`config.mk`:
```
export PLATFORM = sky130hd
export DESIGN_NAME = dual_hbridge_ramp_pwm_drive_top_flat
export DESIGN_NICKNAME = d
export VERILOG_FILES = /design/src/dhb_pkg.sv /design/src/dhb_req_if.sv /design/src/dhb_rsp_if.sv /design/src/dhb_front.sv /design/src/dhb_queue.sv /design/src/dhb_back.sv /design/src/dual_hbridge_ramp_pwm_drive_top.sv /design/src/flat_wrapper.sv
export SDC_FILE = /design/constraint.sdc
export NUM_CORES = 2
export LEC_CHECK = 0
export BUFFER_PORTS_ARGS = -buffer_cell sky130_fd_sc_hd__buf_2
export CAP_MARGIN = 20
export CORE_ASPECT_RATIO = 0.5
export CORE_MARGIN = 5
export CORE_UTILIZATION = 50
export DETAILED_ROUTE_END_ITERATION = 10
export MAX_ROUTING_LAYER = met4
export PLACE_DENSITY = 0.72
export SLEW_MARGIN = 15
export SYNTH_ARGS = -nofsm -noshare
export SYNTH_HDL_FRONTEND = slang
export SYNTH_SLANG_ARGS = --single-unit
```
`constraint.sdc`:
```
create_clock -name clock -period 9.2 [get_ports clock]
set_input_delay 1.38 -clock clock [delete_from_list [all_inputs] [get_ports clock]]
set_output_delay 1.38 -clock clock [all_outputs]
set_load 0.02 [all_outputs]
```
`src/dhb_pkg.sv`:
```
// shared types and constants for the dual h-bridge ramp pwm drive
package dhb_pkg;

   // operation codes of a request
   localparam logic [1:0] OP_SET   = 2'd0;
   localparam logic [1:0] OP_TICK  = 2'd1;
   localparam logic [1:0] OP_BRAKE = 2'd2;

   // configuration register indexes
   localparam int         CSR_INDEX_BITS = 3;
   localparam int         CSR_DATA_BITS  = 17;
   localparam logic [2:0] CSR_RAMP_STEP  = 3'd0;
   localparam logic [2:0] CSR_INPUT_MIN  = 3'd1;
   localparam logic [2:0] CSR_INPUT_MAX  = 3'd2;
   localparam logic [2:0] CSR_MAX_DUTY   = 3'd3;
   localparam logic [2:0] CSR_PWM_WRAP   = 3'd4;

   // configuration register file
   typedef struct packed {
      logic        [7:0]  ramp_step;
      logic signed [7:0]  input_min;
      logic        [6:0]  input_max;
      logic        [16:0] max_duty_q16;
      logic        [15:0] pwm_wrap;
   } dhb_cfg_type;

   localparam dhb_cfg_type CFG_RESET = '{
      ramp_step:    8'd5,
      input_min:    8'h9C,
      input_max:    7'd100,
      max_duty_q16: 17'd65536,
      pwm_wrap:     16'd6249
   };

   // current speeds handed from the front to the level unit
   typedef struct packed {
      logic signed [7:0] left_now;
      logic signed [7:0] right_now;
   } dhb_entry_type;

   // queue between front and back
   localparam int QUEUE_DEPTH    = 2;
   localparam int QUEUE_PTR_BITS = (QUEUE_DEPTH > 1) ? $clog2(QUEUE_DEPTH) : 1;
   localparam int QUEUE_CNT_BITS = $clog2(QUEUE_DEPTH + 1);

   // queue status seen by front and back
   typedef struct packed {
      logic full;
      logic empty;
   } dhb_queue_status_type;

   // level arithmetic: floor(x / 6553600) = floor(floor(x / 65536) / 100)
   localparam int          MAG_BITS    = 8;
   localparam int          DUTY_BITS   = 17;
   localparam int          DUTY_SHIFT  = 16;
   localparam int          RECIP_BITS  = 26;
   localparam int          RECIP_SHIFT = 32;
   localparam logic [25:0] RECIP_100   = 26'd42949673;

   // level unit sequencer
   typedef enum logic [2:0] {
      BK_IDLE,
      BK_MUL1,
      BK_MUL2,
      BK_MUL3,
      BK_FINISH,
      BK_HOLD
   } dhb_back_state_type;

endpackage

```
`src/dhb_req_if.sv`:
```
// request channel: op code and two requested percents
interface dhb_req_if;
   logic               valid;
   logic               ready;
   logic        [1:0]  op;
   logic signed [15:0] left_request;
   logic signed [15:0] right_request;

   modport source (output valid, op, left_request, right_request, input ready);
   modport sink   (input valid, op, left_request, right_request, output ready);
endinterface

```
`src/dhb_rsp_if.sv`:
```
// result channel: four compare levels and two current speeds
interface dhb_rsp_if;
   logic               valid;
   logic               ready;
   logic        [15:0] left_fwd_level;
   logic        [15:0] left_rev_level;
   logic        [15:0] right_fwd_level;
   logic        [15:0] right_rev_level;
   logic signed [7:0]  left_speed;
   logic signed [7:0]  right_speed;

   modport source (output valid, left_fwd_level, left_rev_level, right_fwd_level,
                   right_rev_level, left_speed, right_speed, input ready);
   modport sink   (input valid, left_fwd_level, left_rev_level, right_fwd_level,
                   right_rev_level, left_speed, right_speed, output ready);
endinterface

```
`src/dhb_front.sv`:
```
// front: takes requests, keeps targets and current speeds, queues ticks and brakes
module dhb_front
   import dhb_pkg::*;
(
   input  logic                 clock,
   input  logic                 reset,
   dhb_req_if.sink              req_chan,
   input  dhb_cfg_type          cfg,
   input  dhb_queue_status_type q_status,
   output logic                 push,
   output dhb_entry_type        push_data
);

   logic signed [7:0] left_goal_ff, left_goal_in;
   logic signed [7:0] right_goal_ff, right_goal_in;
   logic signed [7:0] left_now_ff, left_now_in;
   logic signed [7:0] right_now_ff, right_now_in;
   logic              accept;

   // clamp a request into the configured range
   function automatic logic signed [7:0] clamp_req(input logic signed [15:0] v,
                                                   input dhb_cfg_type c);
      logic signed [15:0] lo;
      logic signed [15:0] hi;
      lo = {{8{c.input_min[7]}}, c.input_min};
      hi = {9'b0, c.input_max};
      if (v < lo) return lo[7:0];
      if (v > hi) return hi[7:0];
      return v[7:0];
   endfunction

   // move cur toward tgt by at most s
   function automatic logic signed [7:0] step_toward(input logic signed [7:0] cur,
                                                     input logic signed [7:0] tgt,
                                                     input logic        [7:0] s);
      logic signed [9:0] c10;
      logic signed [9:0] t10;
      logic signed [9:0] up;
      logic signed [9:0] dn;
      c10 = {{2{cur[7]}}, cur};
      t10 = {{2{tgt[7]}}, tgt};
      up  = c10 + $signed({2'b00, s});
      dn  = c10 - $signed({2'b00, s});
      if (c10 < t10) return (up > t10) ? tgt : up[7:0];
      if (c10 > t10) return (dn < t10) ? tgt : dn[7:0];
      return cur;
   endfunction

   assign req_chan.ready = !q_status.full;
   assign accept         = req_chan.valid && req_chan.ready;

   // state update per op code
   always_comb begin
      left_goal_in  = left_goal_ff;
      right_goal_in = right_goal_ff;
      left_now_in   = left_now_ff;
      right_now_in  = right_now_ff;
      push          = 1'b0;
      if (accept) begin
         case (req_chan.op)
            OP_SET: begin
               left_goal_in  = clamp_req(req_chan.left_request, cfg);
               right_goal_in = clamp_req(req_chan.right_request, cfg);
            end
            OP_TICK: begin
               left_now_in  = step_toward(left_now_ff, left_goal_ff, cfg.ramp_step);
               right_now_in = step_toward(right_now_ff, right_goal_ff, cfg.ramp_step);
               push         = 1'b1;
            end
            OP_BRAKE: begin
               left_goal_in  = '0;
               right_goal_in = '0;
               left_now_in   = '0;
               right_now_in  = '0;
               push          = 1'b1;
            end
            default: begin
            end
         endcase
      end
   end

   assign push_data.left_now  = left_now_in;
   assign push_data.right_now = right_now_in;

   // speed state
   always_ff @(posedge clock) begin
      if (reset) begin
         left_goal_ff  <= '0;
         right_goal_ff <= '0;
         left_now_ff   <= '0;
         right_now_ff  <= '0;
      end else begin
         left_goal_ff  <= left_goal_in;
         right_goal_ff <= right_goal_in;
         left_now_ff   <= left_now_in;
         right_now_ff  <= right_now_in;
      end
   end

endmodule

```
`src/dhb_queue.sv`:
```
// short fifo of current speeds between front and level unit
module dhb_queue
   import dhb_pkg::*;
(
   input  logic                 clock,
   input  logic                 reset,
   input  logic                 push,
   input  dhb_entry_type        push_data,
   input  logic                 pop,
   output dhb_entry_type        pop_data,
   output dhb_queue_status_type status
);

   dhb_entry_type               slot_ff [QUEUE_DEPTH];
   logic [QUEUE_PTR_BITS-1:0]   wr_ptr_ff, wr_ptr_in;
   logic [QUEUE_PTR_BITS-1:0]   rd_ptr_ff, rd_ptr_in;
   logic [QUEUE_CNT_BITS-1:0]   count_ff, count_in;

   localparam logic [QUEUE_PTR_BITS-1:0] LAST_PTR = QUEUE_PTR_BITS'(QUEUE_DEPTH - 1);
   localparam logic [QUEUE_CNT_BITS-1:0] FULL_CNT = QUEUE_CNT_BITS'(QUEUE_DEPTH);

   assign status.full  = (count_ff == FULL_CNT);
   assign status.empty = (count_ff == '0);
   assign pop_data     = slot_ff[rd_ptr_ff];

   // pointer and fill count
   always_comb begin
      wr_ptr_in = wr_ptr_ff;
      rd_ptr_in = rd_ptr_ff;
      count_in  = count_ff;
      if (push) wr_ptr_in = (wr_ptr_ff == LAST_PTR) ? '0 : wr_ptr_ff + 1'b1;
      if (pop)  rd_ptr_in = (rd_ptr_ff == LAST_PTR) ? '0 : rd_ptr_ff + 1'b1;
      if (push && !pop) count_in = count_ff + 1'b1;
      if (pop && !push) count_in = count_ff - 1'b1;
   end

   always_ff @(posedge clock) begin
      if (reset) begin
         wr_ptr_ff <= '0;
         rd_ptr_ff <= '0;
         count_ff  <= '0;
      end else begin
         wr_ptr_ff <= wr_ptr_in;
         rd_ptr_ff <= rd_ptr_in;
         count_ff  <= count_in;
      end
   end

   // entry storage
   always_ff @(posedge clock) begin
      if (push) slot_ff[wr_ptr_ff] <= push_data;
   end

   // fill count stays within depth and no transfer lands on a full queue
   assert property (@(posedge clock) disable iff (reset) count_ff <= FULL_CNT)
      else $error("queue count above depth");
   assert property (@(posedge clock) disable iff (reset) !(push && status.full))
      else $error("push into full queue");

endmodule

```
`src/dhb_back.sv`:
```
// back: turns current speeds into pwm compare levels over a few multiply steps
module dhb_back
   import dhb_pkg::*;
#(
   parameter int LEVEL_BITS = 16
) (
   input  logic                 clock,
   input  logic                 reset,
   input  dhb_cfg_type          cfg,
   input  dhb_queue_status_type q_status,
   input  dhb_entry_type        pop_data,
   output logic                 pop,
   dhb_rsp_if.source            rsp_chan
);

   localparam int P1_BITS  = MAG_BITS + DUTY_BITS;
   localparam int P2_BITS  = P1_BITS + LEVEL_BITS;
   localparam int Q_BITS   = P2_BITS - DUTY_SHIFT;
   localparam int P3_BITS  = Q_BITS + RECIP_BITS;
   localparam int LVL_BITS = P3_BITS - RECIP_SHIFT;

   dhb_back_state_type       state_ff, state_in;
   logic                     load_en, mul1_en, mul2_en, mul3_en, out_en;
   logic signed [7:0]        now_ff   [2];
   logic [MAG_BITS-1:0]      mag_ff   [2];
   logic [MAG_BITS-1:0]      mag_in   [2];
   logic [P1_BITS-1:0]       p1_ff    [2];
   logic [P2_BITS-1:0]       p2_ff    [2];
   logic [P3_BITS-1:0]       p3_ff    [2];
   logic [LEVEL_BITS-1:0]    cap_lvl  [2];
   logic [15:0]              fwd_in   [2];
   logic [15:0]              rev_in   [2];
   logic [15:0]              fwd_ff   [2];
   logic [15:0]              rev_ff   [2];
   logic [LEVEL_BITS-1:0]    wrap;
   logic signed [7:0]        now_in   [2];
   logic [8:0]               neg_now  [2];

   assign wrap      = cfg.pwm_wrap[LEVEL_BITS-1:0];
   assign now_in[0] = pop_data.left_now;
   assign now_in[1] = pop_data.right_now;

   // next state
   always_comb begin
      state_in = state_ff;
      case (state_ff)
         BK_IDLE:   if (!q_status.empty) state_in = BK_MUL1;
         BK_MUL1:   state_in = BK_MUL2;
         BK_MUL2:   state_in = BK_MUL3;
         BK_MUL3:   state_in = BK_FINISH;
         BK_FINISH: state_in = BK_HOLD;
         BK_HOLD:   if (rsp_chan.ready) state_in = BK_IDLE;
         default:   state_in = BK_IDLE;
      endcase
   end

   // sequencer outputs
   always_comb begin
      load_en        = 1'b0;
      mul1_en        = 1'b0;
      mul2_en        = 1'b0;
      mul3_en        = 1'b0;
      out_en         = 1'b0;
      rsp_chan.valid = 1'b0;
      case (state_ff)
         BK_IDLE:   load_en        = !q_status.empty;
         BK_MUL1:   mul1_en        = 1'b1;
         BK_MUL2:   mul2_en        = 1'b1;
         BK_MUL3:   mul3_en        = 1'b1;
         BK_FINISH: out_en         = 1'b1;
         BK_HOLD:   rsp_chan.valid = 1'b1;
         default: begin
         end
      endcase
   end

   assign pop = load_en;

   always_ff @(posedge clock) begin
      if (reset) state_ff <= BK_IDLE;
      else       state_ff <= state_in;
   end

   // per side magnitude, capped level and pin levels
   always_comb begin
      for (int i = 0; i < 2; i++) begin
         neg_now[i] = 9'd0 - {now_in[i][7], now_in[i]};
         mag_in[i]  = now_in[i][7] ? neg_now[i][MAG_BITS-1:0] : now_in[i][MAG_BITS-1:0];
         if (p3_ff[i][P3_BITS-1:RECIP_SHIFT] > LVL_BITS'(wrap)) cap_lvl[i] = wrap;
         else cap_lvl[i] = p3_ff[i][RECIP_SHIFT+LEVEL_BITS-1:RECIP_SHIFT];
         if (now_ff[i] == '0) begin
            fwd_in[i] = 16'(wrap);
            rev_in[i] = 16'(wrap);
         end else if (now_ff[i][7]) begin
            fwd_in[i] = '0;
            rev_in[i] = 16'(cap_lvl[i]);
         end else begin
            fwd_in[i] = 16'(cap_lvl[i]);
            rev_in[i] = '0;
         end
      end
   end

   // multiply steps: magnitude times duty, times wrap, then reciprocal of 100
   always_ff @(posedge clock) begin
      for (int i = 0; i < 2; i++) begin
         if (load_en) begin
            now_ff[i] <= now_in[i];
            mag_ff[i] <= mag_in[i];
         end
         if (mul1_en) p1_ff[i] <= P1_BITS'(mag_ff[i]) * P1_BITS'(cfg.max_duty_q16);
         if (mul2_en) p2_ff[i] <= P2_BITS'(p1_ff[i]) * P2_BITS'(wrap);
         if (mul3_en) p3_ff[i] <= P3_BITS'(p2_ff[i][P2_BITS-1:DUTY_SHIFT])
                                  * P3_BITS'(RECIP_100);
         if (out_en) begin
            fwd_ff[i] <= fwd_in[i];
            rev_ff[i] <= rev_in[i];
         end
      end
   end

   assign rsp_chan.left_fwd_level  = fwd_ff[0];
   assign rsp_chan.left_rev_level  = rev_ff[0];
   assign rsp_chan.right_fwd_level = fwd_ff[1];
   assign rsp_chan.right_rev_level = rev_ff[1];
   assign rsp_chan.left_speed      = now_ff[0];
   assign rsp_chan.right_speed     = now_ff[1];

   // left fwd, right rev <= wrap; zero left speed gives brake level on both pins
   assert property (@(posedge clock) disable iff (reset)
      rsp_chan.valid |-> (rsp_chan.left_fwd_level <= 16'(wrap)
                          && rsp_chan.right_rev_level <= 16'(wrap)))
      else $error("level above wrap");
   assert property (@(posedge clock) disable iff (reset)
      (rsp_chan.valid && rsp_chan.left_speed == '0)
         |-> (rsp_chan.left_fwd_level == rsp_chan.left_rev_level))
      else $error("zero speed without brake levels");

endmodule

```
`src/dual_hbridge_ramp_pwm_drive_top.sv`:
```
// top level: config registers, request front, speed queue and level unit
// path: a tick or brake transfer is queued; the level unit pops one entry at a time and
// runs its three multiply steps and FINISH, then holds the result until it is taken
// set and unused op codes give no result; requests are taken while the queue is not full
// reset: synchronous; targets and speeds clear to zero, registers take their defaults
module dual_hbridge_ramp_pwm_drive_top
   import dhb_pkg::*;
#(
   parameter int LEVEL_BITS = 16
) (
   input  logic                      clock,
   input  logic                      reset,
   dhb_req_if.sink                   req_chan,
   dhb_rsp_if.source                 rsp_chan,
   input  logic                      csr_we,
   input  logic [CSR_INDEX_BITS-1:0] csr_index,
   input  logic [CSR_DATA_BITS-1:0]  csr_wdata
);

   dhb_cfg_type          cfg_ff, cfg_in;
   dhb_queue_status_type q_status;
   dhb_entry_type        push_data;
   dhb_entry_type        pop_data;
   logic                 push;
   logic                 pop;

   // register writes
   always_comb begin
      cfg_in = cfg_ff;
      if (csr_we) begin
         case (csr_index)
            CSR_RAMP_STEP: cfg_in.ramp_step    = csr_wdata[7:0];
            CSR_INPUT_MIN: cfg_in.input_min    = csr_wdata[7:0];
            CSR_INPUT_MAX: cfg_in.input_max    = csr_wdata[6:0];
            CSR_MAX_DUTY:  cfg_in.max_duty_q16 = csr_wdata[16:0];
            CSR_PWM_WRAP:  cfg_in.pwm_wrap     = csr_wdata[15:0];
            default: begin
            end
         endcase
      end
   end

   always_ff @(posedge clock) begin
      if (reset) cfg_ff <= CFG_RESET;
      else       cfg_ff <= cfg_in;
   end

   dhb_front u_front (
      .clock     (clock),
      .reset     (reset),
      .req_chan  (req_chan),
      .cfg       (cfg_ff),
      .q_status  (q_status),
      .push      (push),
      .push_data (push_data)
   );

   dhb_queue u_queue (
      .clock     (clock),
      .reset     (reset),
      .push      (push),
      .push_data (push_data),
      .pop       (pop),
      .pop_data  (pop_data),
      .status    (q_status)
   );

   dhb_back #(
      .LEVEL_BITS (LEVEL_BITS)
   ) u_back (
      .clock     (clock),
      .reset     (reset),
      .cfg       (cfg_ff),
      .q_status  (q_status),
      .pop_data  (pop_data),
      .pop       (pop),
      .rsp_chan  (rsp_chan)
   );

endmodule

```
`src/flat_wrapper.sv`:
```
// flat-port wrapper written by rule: the top's interface ports become plain ports
module dual_hbridge_ramp_pwm_drive_top_flat import dhb_pkg::*;
#(
   parameter int LEVEL_BITS = 16
)
  (clock, reset, csr_we, csr_index, csr_wdata, req_chan_valid, req_chan_op, req_chan_left_request, req_chan_right_request, req_chan_ready, rsp_chan_valid, rsp_chan_left_fwd_level, rsp_chan_left_rev_level, rsp_chan_right_fwd_level, rsp_chan_right_rev_level, rsp_chan_left_speed, rsp_chan_right_speed, rsp_chan_ready);
  dhb_req_if req_chan_i ();
  dhb_rsp_if rsp_chan_i ();
  input  logic clock;
  input  logic reset;
  input  logic csr_we;
  input  logic [CSR_INDEX_BITS-1:0] csr_index;
  input  logic [CSR_DATA_BITS-1:0] csr_wdata;
  input wire logic [$bits(req_chan_i.valid)-1:0] req_chan_valid;
  input wire logic [$bits(req_chan_i.op)-1:0] req_chan_op;
  input wire logic [$bits(req_chan_i.left_request)-1:0] req_chan_left_request;
  input wire logic [$bits(req_chan_i.right_request)-1:0] req_chan_right_request;
  output wire logic [$bits(req_chan_i.ready)-1:0] req_chan_ready;
  output wire logic [$bits(rsp_chan_i.valid)-1:0] rsp_chan_valid;
  output wire logic [$bits(rsp_chan_i.left_fwd_level)-1:0] rsp_chan_left_fwd_level;
  output wire logic [$bits(rsp_chan_i.left_rev_level)-1:0] rsp_chan_left_rev_level;
  output wire logic [$bits(rsp_chan_i.right_fwd_level)-1:0] rsp_chan_right_fwd_level;
  output wire logic [$bits(rsp_chan_i.right_rev_level)-1:0] rsp_chan_right_rev_level;
  output wire logic [$bits(rsp_chan_i.left_speed)-1:0] rsp_chan_left_speed;
  output wire logic [$bits(rsp_chan_i.right_speed)-1:0] rsp_chan_right_speed;
  input wire logic [$bits(rsp_chan_i.ready)-1:0] rsp_chan_ready;
  assign req_chan_i.valid = req_chan_valid;
  assign req_chan_i.op = req_chan_op;
  assign req_chan_i.left_request = req_chan_left_request;
  assign req_chan_i.right_request = req_chan_right_request;
  assign req_chan_ready = req_chan_i.ready;
  assign rsp_chan_valid = rsp_chan_i.valid;
  assign rsp_chan_left_fwd_level = rsp_chan_i.left_fwd_level;
  assign rsp_chan_left_rev_level = rsp_chan_i.left_rev_level;
  assign rsp_chan_right_fwd_level = rsp_chan_i.right_fwd_level;
  assign rsp_chan_right_rev_level = rsp_chan_i.right_rev_level;
  assign rsp_chan_left_speed = rsp_chan_i.left_speed;
  assign rsp_chan_right_speed = rsp_chan_i.right_speed;
  assign rsp_chan_i.ready = rsp_chan_ready;
  dual_hbridge_ramp_pwm_drive_top #(.LEVEL_BITS(LEVEL_BITS)) u_core (.clock(clock), .reset(reset), .req_chan(req_chan_i), .rsp_chan(rsp_chan_i), .csr_we(csr_we), .csr_index(csr_index), .csr_wdata(csr_wdata));
endmodule
```
==> results.md <==
- Async SR Flop Fraction: 0%
- Hold buffers post-CTS: 0
- Row count: 97
- Layout Skew: 0.0536 ns
- Crit Path Category: flop to flop
- Area of the die: 149,000 um2
- Commonest non-fill, non-tap cell in the layout: inv_1
- Largest net degree at the start of global routing: 83
- Post-DRT Antenna Nets: 0
- Startpoint types: flop
- Final nets: 9,582
- Final instance area: 74,300 um2
- Total negative slack: 0 ns
- CTS buffer count: 41
- Core Region: 140,000 um2
- Post_cts resized: 0
- Vias/cell: 5.34
- Yosys warns: 0
- Syn Inst Count: 7,279
- Sequential fraction of the synthesis area: 14.0%
- DR pass1 iterations: 5
- Fin. max-slew vios: 0
- Initial antenna violation count: 6
- Die Ht: 275 um
- Grt ovf: 0
- CTS tree: done
- Clock sinks: 360
- Run status: completed
- CTS H-tree depth: 2
- Core Util, Final: 53.1%
- EDFF count, synth: 264
- Number of global-route vias before repair: 52,600
- Starting Density: 50.3%
- Highest Clock Rate: 136 MHz
- Share of cells above drive strength 1: 4.56%
- WP data required: 9.57 ns
- DIE WIDTH: 540 um
- Global-route usage over all layers: 25.1%
- GPL Wtd Cong: 0.971
- Area post-placement: 72,800 um2
- Register bit count reported by yosys: 360
- Worst-path clk slew: 0.07 ns
- Crit Path Max Fanout: 37
- IO buf count: 140
- Main flop type after synthesis: edfxtp_1
- Crit path time final: 7.35 ns
- Hold Fails Final Rpt: 0
- RSZ-0062 raised after global routing: false
- DR DRC count: 0
- Area growth, synth to finish: 5.65%
- Setup Buffers After CTS: 0
- Drt total wl: 177,000 um
- Worst slew pin tran: 1.06 ns
- Iter 0 DRT Violations: 3,265
- DR vias: 49,000
- Root buffer cell: clkbuf_16
- Skew-Pair Late Insertion Delay: 0.65 ns
- Period utilization: 79.9%
- Post-DR wirelength/cell: 19.2 um
- Crit. End Element: flop
- Syn Nets: 9,594
- Crit path DAT: 7.72 ns
- Max Cap Viol: 0
- Global-route wire length before repair: 287,000 um
- Max transition margin: 29.3%
- Setup violators final: 0
- Hpwl dp: 144,000 um
- Worst Hold Class: flop to flop
- Cell Area, Synth: 70,300 um2
- Commonest cells after routing, fill and taps aside: 1,745 x inv_1, 1,252 x fa_1, 1,004 x ha_1, 792 x nand2_1, 486 x and2_1
- Max Root-Sink Buffers: 3
- Netlist cell types: 88
- Ports: 141
- Syn_area_per_cell: 9.66 um2
## path summary, 6_finish.rpt
kind / from / end / cells past startpoint / slack (ns)
worst min-delay path: u_core.cfg_ff[47] / u_core.cfg_ff[47] / 2 / 0.47
worst max register to register: u_core.cfg_ff[6] / u_core.u_back.p2_ff[0][40] / 23 / 1.85
worst max-delay path: u_core.cfg_ff[6] / u_core.u_back.p2_ff[0][40] / 23 / 1.85
worst min register to register: u_core.cfg_ff[47] / u_core.cfg_ff[47] / 2 / 0.47
## Yosys cell counts, types with 34 or more instances
master	number	area share, %
a21o_1	87	0.93
a21oi_1	206	1.5
a22o_1	34	0.42
and2_1	486	4.3
clkbuf_1	207	1.1
dfxtp_1	96	2.7
edfxtp_1	264	11
fa_1	1252	36
ha_1	1004	18
inv_1	1745	9.3
mux2i_1	77	1.1
nand2_1	792	4.2
nand3_1	39	0.28
nand4_1	40	0.36
nor2_1	196	1.0
nor2b_1	55	0.49
nor3_1	41	0.29
o21a_1	38	0.41
o21ai_0	99	0.70
xnor2_1	123	1.5
xor2_1	43	0.54
## critical path, cell delays in order, from the launching register on
cell       delay [ns]
dfxtp_2          0.90
buf_4            0.42
and2_1           0.19
fa_1             0.41
inv_1            0.08
fa_1             0.43
fa_1             0.51
inv_1            0.05
fa_1             0.51
fa_1             0.49
inv_1            0.05
fa_1             0.48
inv_1            0.04
ha_1             0.36
and4_4           0.22
and2_1           0.16
a221oi_2         0.27
o211ai_2         0.18
and2_4           0.22
a21o_1           0.21
a2111oi_4        0.41
o21ai_1          0.18
a21oi_1          0.20
xnor2_1          0.07
## layer usage
layer	wire [um]	up-vias	part of all wire (%)	GRT usage (%)
li1	-	22500	-	-
met1	76100	24600	43	33.1
met2	79200	1649	45	39.5
met3	15900	311	9.0	5.44
met4	5550	0	3.1	7.01
met5	0	-	0	-
## state kept, by name, indices dropped and copies added (netlist names), named ones only
register                      count
u_core.cfg_ff                    56
u_core.u_back.p1_ff              50
u_core.u_back.p2_ff              50
u_core.u_back.p3_ff              38
u_core.u_back.fwd_ff             32
u_core.u_back.rev_ff             32
u_core.u_queue.slot_ff           32
u_core.u_back.mag_ff             16
u_core.u_back.now_ff             14
u_core.u_front.left_goal_ff       8
u_core.u_front.left_now_ff        8
u_core.u_front.right_goal_ff      8
u_core.u_front.right_now_ff       8
u_core.u_back.state_ff            3
u_core.u_queue.count_ff           2
u_core.u_queue.rd_ptr_ff          1
u_core.u_queue.wr_ptr_ff          1
## layout make-up
class	count	area (um2)
antenna	7	17.5
tap	1881	2350
clock buffer	44	1050
multi-input combinational	4942	53100
inverter	1746	6550
clock inverter	32	400
fill	12500	65500
timing repair buffer	176	991
sequential	360	9870
## kinds of logic after synthesis
| logic type | share of synthesized area [%] |
|---|---|
| adders and majority gates | 53.5 |
| buffers and inverters | 10.6 |
| AOI/OAI and AO/OA | 6.25 |
| and+or+nand+nor | 12.1 |
| muxes | 1.51 |
| xor gates and xnor gates | 2.07 |
| DFF | 14.0 |
## through the flow
step                      setup slack, ns  cells  hold slack (ns)
after floorplan                      2.66   7279            0.425
after global placement               1.96   9104            0.450
after detailed placement             1.87   9105            0.458
after CTS                            1.84   9181            0.473
after global routing                 1.41   9186            0.487
final                                1.85   9188            0.472
Power is left out: the tool's default activity adds up to more than one toggle a clock period on the data nets, which glitch-free logic cannot reach.
